--- config.mk ---
export PLATFORM = sky130hd
export DESIGN_NAME = modbus_rtu_slave_frame
export DESIGN_NICKNAME = d
export VERILOG_FILES = /design/src/sv/mrs_pkg.sv /design/src/sv/mrs_front.sv /design/src/sv/mrs_queue.sv /design/src/sv/mrs_back.sv /design/src/sv/modbus_rtu_slave_frame.sv
export SDC_FILE = /design/constraint.sdc
export NUM_CORES = 1
export LEC_CHECK = 0
export ABC_CLOCK_PERIOD_IN_PS = 6800
export BUFFER_PORTS_ARGS = -buffer_cell sky130_fd_sc_hd__clkbuf_2
export CAP_MARGIN = 25
export CORE_MARGIN = 4
export CORE_UTILIZATION = 35
export CTS_BUF_LIST = sky130_fd_sc_hd__clkbuf_16
export DETAILED_ROUTE_END_ITERATION = 16
export GPL_TIMING_DRIVEN = 0
export PLACE_DENSITY_LB_ADDON = 0.2
export SLEW_MARGIN = 30
export SYNTH_ARGS = -nofsm -noshare
export SYNTH_HDL_FRONTEND = slang
export SYNTH_SLANG_ARGS = --single-unit
export TNS_END_PERCENT = 1
--- constraint.sdc ---
create_clock -name clk -period 6.8 [get_ports clk]
set_input_delay 1.36 -clock clk [delete_from_list [all_inputs] [get_ports clk]]
set_output_delay 1.36 -clock clk [all_outputs]
set_load 0.02 [all_outputs]
--- src/sv/mrs_pkg.sv ---
// Shared types, constants and CRC helper for the Modbus RTU slave frame block.
`timescale 1ns / 1ps
package mrs_pkg;

	localparam int FRAME_BYTES = 8;
	localparam int RX_WINDOW   = 32;
	localparam int IDX_W       = $clog2(FRAME_BYTES);
	localparam int CNT_W       = $clog2(FRAME_BYTES + 1);
	localparam int WIN_W       = $clog2(RX_WINDOW + 1);
	localparam int CRC_BYTES   = 6;
	localparam int READ_BYTES  = 7;

	localparam logic [7:0]  CODE_READ     = 8'h03;
	localparam logic [7:0]  CODE_WRITE    = 8'h06;
	localparam logic [7:0]  REG_HI        = 8'h9C;
	localparam logic [7:0]  REG_READ_LO   = 8'h41;
	localparam logic [7:0]  REG_WRITE_LO  = 8'h44;
	localparam logic [7:0]  BUZZ_ON_VALUE = 8'h01;
	localparam logic [7:0]  READ_BYTECNT  = 8'h02;
	localparam logic [15:0] CRC_INIT      = 16'hFFFF;
	localparam logic [15:0] CRC_POLY      = 16'hA001;

	typedef struct packed {
		logic                            is_write;
		logic [FRAME_BYTES-1:0][7:0]     bytes;
	} cmd_t;

	typedef struct packed {
		logic push;
		logic pop;
	} q_ctl_t;

	function automatic logic [15:0] crc_byte(input logic [15:0] c, input logic [7:0] d);
		logic [15:0] r;
		r = c ^ {8'h00, d};
		for (int b = 0; b < 8; b++) begin
			r = r[0] ? ((r >> 1) ^ CRC_POLY) : (r >> 1);
		end
		return r;
	endfunction

endpackage

--- src/sv/mrs_front.sv ---
// Front end: collects the frame, checks CRC and address, queues reply commands.
`timescale 1ns / 1ps
module mrs_front import mrs_pkg::*; (
	input  logic       clk,
	input  logic       arst_n,
	input  logic       in_valid,
	output logic       in_stall,
	input  logic       action,
	input  logic [7:0] rx_byte,
	input  logic [7:0] slave_address,
	input  logic       q_full,
	output logic       push,
	output cmd_t       push_cmd
);

	typedef enum logic [1:0] {F_IDLE, F_CRC, F_CHECK} fstate_t;

	fstate_t          state_q;
	logic [7:0]       store_q [FRAME_BYTES];
	logic [CNT_W-1:0] cnt_q;
	logic [WIN_W-1:0] win_q;
	logic [15:0]      crc_q;
	logic [IDX_W-1:0] crc_idx_q;

	logic accept;
	logic crc_ok;
	logic is_read;
	logic is_write;
	logic cmd_ok;

	assign in_stall = (state_q != F_IDLE);
	assign accept   = in_valid && !in_stall;

	assign crc_ok = ((store_q[6] == crc_q[7:0]) && (store_q[7] == crc_q[15:8])) ||
	                ((store_q[6] == crc_q[15:8]) && (store_q[7] == crc_q[7:0]));
	assign is_read  = (store_q[1] == CODE_READ) && (store_q[2] == REG_HI) &&
	                  (store_q[3] == REG_READ_LO);
	assign is_write = (store_q[1] == CODE_WRITE);
	assign cmd_ok   = crc_ok && (store_q[0] == slave_address) && (is_read || is_write);

	assign push = (state_q == F_CHECK) && cmd_ok && !q_full;

	always_comb begin
		push_cmd.is_write = is_write;
		for (int i = 0; i < FRAME_BYTES; i++) begin
			push_cmd.bytes[i] = store_q[i];
		end
	end

	always_ff @(posedge clk or negedge arst_n) begin
		if (!arst_n) begin
			state_q   <= F_IDLE;
			cnt_q     <= '0;
			win_q     <= '0;
			crc_q     <= CRC_INIT;
			crc_idx_q <= '0;
			for (int i = 0; i < FRAME_BYTES; i++) store_q[i] <= 8'h00;
		end else begin
			unique case (state_q)
				F_IDLE: begin
					if (accept) begin
						if (action) begin
							crc_q     <= CRC_INIT;
							crc_idx_q <= '0;
							state_q   <= F_CRC;
						end else if (win_q < WIN_W'(RX_WINDOW)) begin
							win_q <= win_q + 1'b1;
							if (!(cnt_q == '0 && rx_byte != slave_address) &&
							    cnt_q < CNT_W'(FRAME_BYTES)) begin
								store_q[cnt_q[IDX_W-1:0]] <= rx_byte;
								cnt_q <= cnt_q + 1'b1;
							end
						end
					end
				end
				F_CRC: begin
					crc_q     <= crc_byte(crc_q, store_q[crc_idx_q]);
					crc_idx_q <= crc_idx_q + 1'b1;
					if (crc_idx_q == IDX_W'(CRC_BYTES - 1)) state_q <= F_CHECK;
				end
				F_CHECK: begin
					if (!(cmd_ok && q_full)) begin
						cnt_q   <= '0;
						win_q   <= '0;
						for (int i = 0; i < FRAME_BYTES; i++) store_q[i] <= 8'h00;
						state_q <= F_IDLE;
					end
				end
				default: state_q <= F_IDLE;
			endcase
		end
	end

endmodule

--- src/sv/mrs_queue.sv ---
// Two-entry command queue between front end and reply sequencer.
`timescale 1ns / 1ps
module mrs_queue import mrs_pkg::*; (
	input  logic   clk,
	input  logic   arst_n,
	input  q_ctl_t ctl,
	input  cmd_t   wr_cmd,
	output cmd_t   head,
	output logic   full,
	output logic   not_empty
);

	cmd_t       mem_q [2];
	logic       wr_ptr_q;
	logic       rd_ptr_q;
	logic [1:0] count_q;

	assign full      = (count_q == 2'd2);
	assign not_empty = (count_q != 2'd0);
	assign head      = mem_q[rd_ptr_q];

	always_ff @(posedge clk) begin
		if (ctl.push) mem_q[wr_ptr_q] <= wr_cmd;
	end

	always_ff @(posedge clk or negedge arst_n) begin
		if (!arst_n) begin
			wr_ptr_q <= 1'b0;
			rd_ptr_q <= 1'b0;
			count_q  <= 2'd0;
		end else begin
			if (ctl.push) wr_ptr_q <= ~wr_ptr_q;
			if (ctl.pop)  rd_ptr_q <= ~rd_ptr_q;
			unique case ({ctl.push, ctl.pop})
				2'b10:   count_q <= count_q + 2'd1;
				2'b01:   count_q <= count_q - 2'd1;
				default: count_q <= count_q;
			endcase
		end
	end

endmodule

--- src/sv/mrs_back.sv ---
// Reply sequencer: emits reply bytes one per cycle unless the receiver stalls, and owns the buzzer state.
`timescale 1ns / 1ps
module mrs_back import mrs_pkg::*; (
	input  logic       clk,
	input  logic       arst_n,
	input  logic       q_not_empty,
	input  cmd_t       head,
	output logic       pop,
	output logic       out_valid,
	input  logic       out_stall,
	output logic [7:0] tx_byte,
	output logic       tx_last,
	output logic       buzzer
);

	logic [IDX_W-1:0] idx_q;
	logic [15:0]      crc_q;
	logic             buzz_q;
	logic             out_valid_q;
	logic [7:0]       tx_byte_q;
	logic             tx_last_q;
	logic             buzzer_q;

	logic       issue;
	logic       last;
	logic       buzz_next;
	logic [7:0] byte_d;
	logic [7:0] read_byte;
	logic [15:0] crc_next;

	assign issue = q_not_empty && (!out_valid_q || !out_stall);
	assign last  = head.is_write ? (idx_q == IDX_W'(FRAME_BYTES - 1))
	                             : (idx_q == IDX_W'(READ_BYTES - 1));
	assign pop   = issue && last;

	always_comb begin
		unique case (idx_q)
			3'd0:    read_byte = head.bytes[0];
			3'd1:    read_byte = CODE_READ;
			3'd2:    read_byte = READ_BYTECNT;
			3'd3:    read_byte = 8'h00;
			3'd4:    read_byte = {7'b0, buzz_q};
			3'd5:    read_byte = crc_q[7:0];
			3'd6:    read_byte = crc_q[15:8];
			default: read_byte = 8'h00;
		endcase
	end

	assign byte_d    = head.is_write ? head.bytes[idx_q] : read_byte;
	assign crc_next  = crc_byte((idx_q == '0) ? CRC_INIT : crc_q, byte_d);
	assign buzz_next = (head.is_write && head.bytes[2] == REG_HI &&
	                    head.bytes[3] == REG_WRITE_LO) ?
	                   (head.bytes[5] == BUZZ_ON_VALUE) : buzz_q;

	assign out_valid = out_valid_q;
	assign tx_byte   = tx_byte_q;
	assign tx_last   = tx_last_q;
	assign buzzer    = buzzer_q;

	always_ff @(posedge clk or negedge arst_n) begin
		if (!arst_n) begin
			idx_q       <= '0;
			crc_q       <= CRC_INIT;
			buzz_q      <= 1'b0;
			out_valid_q <= 1'b0;
		end else if (issue) begin
			out_valid_q <= 1'b1;
			buzz_q      <= buzz_next;
			if (idx_q < IDX_W'(CRC_BYTES - 1)) crc_q <= crc_next;
			idx_q       <= last ? '0 : idx_q + 1'b1;
		end else if (!out_stall) begin
			out_valid_q <= 1'b0;
		end
	end

	always_ff @(posedge clk) begin
		if (issue) begin
			tx_byte_q <= byte_d;
			tx_last_q <= last;
			buzzer_q  <= buzz_next;
		end
	end

endmodule

--- src/sv/modbus_rtu_slave_frame.sv ---
// Top level of the Modbus RTU slave frame block: config register, front, queue, back.
`timescale 1ns / 1ps
// Input channel (in_valid/in_stall): one item per transfer, action plus rx_byte.
//   action 0 stores a received byte if the frame store accepts it.
//   action 1 ends the frame: the front end then runs the CRC over bytes 0..5, one
//   byte per cycle, and then checks the frame; a frame end holds the input through
//   the CRC and the check, and longer while the command queue is full.
// Output channel (out_valid/out_stall): one reply byte per transfer, tx_last on
//   the final byte, buzzer the level after the frame. The reply sequencer
//   emits one byte per cycle unless the receiver stalls (7 bytes for a read, 8 for a
//   write echo); after the check, the first byte passes the queue and output register.
// A two-entry queue sits between front and back, so new bytes are taken while a
//   reply is still going out. If the receiver stalls, the output byte holds and
//   the sequencer waits; the front end keeps running until the queue fills.
// Config channel (cfg_valid/cfg_ready): writes slave_address; always ready.
//   Write only while the block is idle.
// Reset: slave address 1, internal buzzer state off, frame store and counters
//   cleared, queue empty, no output pending; the buzzer output is not reset.
module modbus_rtu_slave_frame import mrs_pkg::*; (
	input  logic       clk,
	input  logic       arst_n,
	input  logic       in_valid,
	output logic       in_stall,
	input  logic       action,
	input  logic [7:0] rx_byte,
	output logic       out_valid,
	input  logic       out_stall,
	output logic [7:0] tx_byte,
	output logic       tx_last,
	output logic       buzzer,
	input  logic       cfg_valid,
	output logic       cfg_ready,
	input  logic [7:0] slave_address
);

	logic [7:0] addr_q;
	q_ctl_t     q_ctl;
	logic       q_push;
	logic       q_pop;
	cmd_t       push_cmd;
	cmd_t       head;
	logic       q_full;
	logic       q_not_empty;

	assign cfg_ready = 1'b1;
	assign q_ctl     = '{push: q_push, pop: q_pop};

	always_ff @(posedge clk or negedge arst_n) begin
		if (!arst_n) addr_q <= 8'h01;
		else if (cfg_valid && cfg_ready) addr_q <= slave_address;
	end

	mrs_front u_front (
		.clk           (clk),
		.arst_n        (arst_n),
		.in_valid      (in_valid),
		.in_stall      (in_stall),
		.action        (action),
		.rx_byte       (rx_byte),
		.slave_address (addr_q),
		.q_full        (q_full),
		.push          (q_push),
		.push_cmd      (push_cmd)
	);

	mrs_queue u_queue (
		.clk       (clk),
		.arst_n    (arst_n),
		.ctl       (q_ctl),
		.wr_cmd    (push_cmd),
		.head      (head),
		.full      (q_full),
		.not_empty (q_not_empty)
	);

	mrs_back u_back (
		.clk         (clk),
		.arst_n      (arst_n),
		.q_not_empty (q_not_empty),
		.head        (head),
		.pop         (q_pop),
		.out_valid   (out_valid),
		.out_stall   (out_stall),
		.tx_byte     (tx_byte),
		.tx_last     (tx_last),
		.buzzer      (buzzer)
	);

	a_no_push_full: assert property (@(posedge clk) disable iff (!arst_n)
		q_push |-> !q_full) else $error("push into full queue");

	a_no_pop_empty: assert property (@(posedge clk) disable iff (!arst_n)
		q_pop |-> q_not_empty) else $error("pop from empty queue");

	a_frame_end_holds: assert property (@(posedge clk) disable iff (!arst_n)
		(in_valid && !in_stall && action) |=> in_stall)
		else $error("frame end did not hold input");

endmodule

==> flow_summary_export.csv <==
group,metric,value,unit
synth,synth_edf_count,140,
sta,worst_pin_slew,0.789,ns
detailed_routing,vias_per_cell,5.40,
synth,ys_async_sr_fraction,47.8,%
detailed_routing,drtIter0Drc,553,
final_layout,syn_to_final_growth,14.5,%
clocking,path_clk_slew,0.06,ns
grt,gr-total-overflow,0,
final_layout,final_common_cell,"edfxtp_1",
synth,ys_top_cells_by_area,"edfxtp_1 33%, dfrtp_1 19%, mux4_2 7.3%",
synth,synth_ff_type,"edfxtp_1",
power_and_ir_drop,power.leakage,5.43,nW
sta,rsz0062_at_grt,"false",
placed_design,globalplace.congestion,0.845,
die,dieArea,0.0394,sq mm
synth,synth_nets,1001,
setup_path,crit_path_max_fanout,10,
power_and_ir_drop,p_int,0.00325,W
grt,antenna_found_initial,0,
detailed_routing,drt-total-wl,34.5,mm
hold_path,hold_class,"reg2reg",
outcome,status,"complete, no violations",
sta,period_share,68.5,%
final_layout,layout.nets,1071,
sta,fin_skew,0.0180,ns
final_layout,final_cell_mix,"140 x edfxtp_1, 95 x dfrtp_1, 92 x o21ai_0, 76 x xnor2_1, 75 x nand3_1",
clocking,cts_buffers,29,
die,start_util,35.6,%
detailed_routing,firstDrtPassIters,5,
detailed_routing,wl_per_cell,22.6,um
die,core,0.0357,sq mm
sta,hold_violations,0,
power_and_ir_drop,clock_power_share,32.2,%
clocking,cts-htree-levels,1,
clocking,clock-sinks,268,
synth,yosysWarningCount,0,
synth,yosysTopAreaCellShare,33.1,%
power_and_ir_drop,sequentialPowerShare,46.0,%
die,die_x,198,um
clocking,max-clock-path-buffers,3,
placed_design,dp_hpwl,25.0,mm
setup_path,cp.arrival,5.14,ns
sta,fin_setup_tns,0,ns
detailed_routing,final_antenna_net_count,0,
final_layout,multi_input_area,0.00491,sq mm
setup_path,worstPathRequired,7.28,ns
grt,grt_usage,17.7,%
grt,grt_pass1_vias,8455,
final_layout,register_area,0.00745,sq mm
die,die_y,198,um
clocking,cts_tree,"done",
sta,min_period,4.66,ns
die,io_pins,35,
setup_path,endpoint_kind,"flop",
run,drv_cap,0,
synth,yosysTopAreaCell,"edfxtp_1",
grt,grt_pass1_wl,53.0,mm
clocking,postCtsSetupBuffers,0,
power_and_ir_drop,power.density,319,mW/mm^2
sta,finalSetupViolCount,0,
hold_path,min_path_cells,2,
power_and_ir_drop,p_switching,0.00139,W
clocking,clkLatencyLatePin,0.56,ns
power_and_ir_drop,sw_frac_of_total,30.0,%
synth,synth.avg_cell_area,13.1,sq um
clocking,cts_hold_buf,0,
final_layout,num-fill-cells,3347,
placed_design,numPortBuffers,32,
sta,fmax,215,MHz
power_and_ir_drop,power_frac_comb,21.8,%
synth,yosysSeqAreaShare,58.7,%
power_and_ir_drop,irDropWorstVdd,0.187,mV
final_layout,diodes,0,
power_and_ir_drop,p_total,0.00465,W
sta,slew_headroom,46.9,%
setup_path,worst_r2r_path_depth,15,
clocking,clk_root_buffer_cell,"clkbuf_16",
synth,synth_seq_cells,268,
final_layout,drive_gt1_share,18.9,%
detailed_routing,drcViolationCount,0,
synth,syn-instance-count,968,
clocking,cts_resized,0,
setup_path,setup.worst_path.start_class,"flop",
setup_path,crit_type,"reg2reg",
grt,grt_max_degree,68,
die,num_rows,69,
detailed_routing,vias,8219,
sta,slew_viol_final,0,
synth,synth_cell_types,68,
synth,synth_area,0.0127,sq mm
==> power by group through the flow <==
| stage | Sequential, W | Clock [W] | Combinational [W] |
|---|---|---|---|
| global route | 0.00216 | 0.00160 | 0.00113 |
| floorplan | 0.00206 | 0 | 0.000813 |
| finish | 0.00214 | 0.00149 | 0.00101 |
| detailed placement | 0.00217 | 0 | 0.00102 |
| CTS | 0.00213 | 0.00153 | 0.00103 |
| global placement | 0.00216 | 0 | 0.00101 |
==> worst paths after layout <==
kind	startpoint	end	slack, ns
worst min register to register	u_back.crc_q[9]	u_back.crc_q[9]	0.49
max in group asynchronous	arst_n	u_front.crc_q[6]	5.18
worst min-delay path	u_back.crc_q[9]	u_back.crc_q[9]	0.49
worst max register to register	u_back.idx_q[0]	u_back.crc_q[0]	2.14
min in group asynchronous	arst_n	u_back.idx_q[2]	0.82
worst max-delay path	u_back.idx_q[0]	u_back.crc_q[0]	2.14
==> critical path, stage by stage (launching register included) <==
cell       delay, ns
dfrtp_1         0.65
buf_6           0.27
buf_6           0.22
buf_6           0.20
buf_6           0.20
inv_1           0.10
ha_1            0.28
nand2b_1        0.14
clkbuf_1        0.42
nand2_1         0.20
o31a_1          0.16
a2111oi_2       0.40
xnor2_1         0.24
xnor3_2         0.45
xnor3_1         0.37
mux2_2          0.26
==> per-stage QoR <==
stage               worst slack (ns)  cell area, sq um  hold slack [ns]  util, %  cells
CTS                             2.11             14500            0.494     40.8   1522
global route                    1.89             14500            0.520     40.8   1522
global placement              -0.669             13400            0.478     37.7   1461
finish                          2.14             14500            0.492     40.8   1522
floorplan                       1.79             12700            0.450        -    968
detailed placement              2.14             13700            0.485     38.3   1468
==> cell usage after synthesis (4+ instances only) <==
| cell | instances |
|---|---|
| o22ai_1 | 6 |
| mux4_2 | 41 |
| clkbuf_1 | 42 |
| a31oi_1 | 5 |
| dfstp_2 | 33 |
| nor4_1 | 12 |
| a21oi_1 | 22 |
| nand4_1 | 13 |
| a22oi_1 | 9 |
| buf_2 | 8 |
| mux2i_1 | 33 |
| nor3_1 | 6 |
| dfrtp_1 | 95 |
| or4_1 | 6 |
| xor2_1 | 21 |
| buf_6 | 6 |
| edfxtp_1 | 140 |
| inv_1 | 13 |
| o22a_1 | 14 |
| nand3_1 | 75 |
| mux2_2 | 14 |
| nor2_1 | 44 |
| nor4b_1 | 6 |
| o21ai_0 | 92 |
| nand2_1 | 59 |
| ha_1 | 11 |
| buf_4 | 4 |
| xnor2_1 | 76 |
| nor2b_1 | 6 |
==> flip-flops by register name (all words and copies together) (netlist names) <==
register and flops:
addr_q 8, u_back.buzz_q 1, u_back.buzzer 1, u_back.crc_q 16, u_back.idx_q 3, u_back.out_valid 1
u_back.tx_byte 8, u_back.tx_last 1, u_front.cnt_q 4, u_front.crc_idx_q 3, u_front.crc_q 16, u_front.push_cmd 64
u_front.state_q 2, u_front.win_q 6, u_queue.count_q 2, u_queue.mem_q 130, u_queue.rd_ptr_q 1, u_queue.wr_ptr_q 1
==> layout make-up <==
type | instances | area share (%)
clock buffers | 29 | 4.99
well taps | 461 | 3.97
plain buffers | 62 | 2.16
flip-flops and latches | 268 | 51.2
clock inverters | 25 | 1.15
repair buffers | 39 | 2.40
inverters | 14 | 0.361
multi-input cells | 624 | 33.8
==> cell families after synthesis <==
| logic type | Yosys count | share of synthesized area, % |
|---|---|---|
| AO/OA/AOI/OAI | 172 | 8.31 |
| buffers and inverters | 76 | 2.89 |
| AND/OR/NAND/NOR | 247 | 9.75 |
| other | 1 | 0.0295 |
| adder cells (fa/ha/maj) | 11 | 1.08 |
| flip-flops | 268 | 58.7 |
| multiplexers | 91 | 11.7 |
| XOR/XNOR | 102 | 7.55 |
==> layer usage <==
| layer | wire length [um] | vias up | global-route usage [%] |
|---|---|---|---|
| met5 | 0 | - | 0 |
| met4 | 971 | 0 | 4.86 |
| met3 | 1620 | 62 | 2.81 |
| met2 | 15800 | 213 | 27.8 |
| met1 | 16100 | 4161 | 25.7 |
| li1 | - | 3783 | - |
Note: power is estimated with default switching activity, not from simulation.
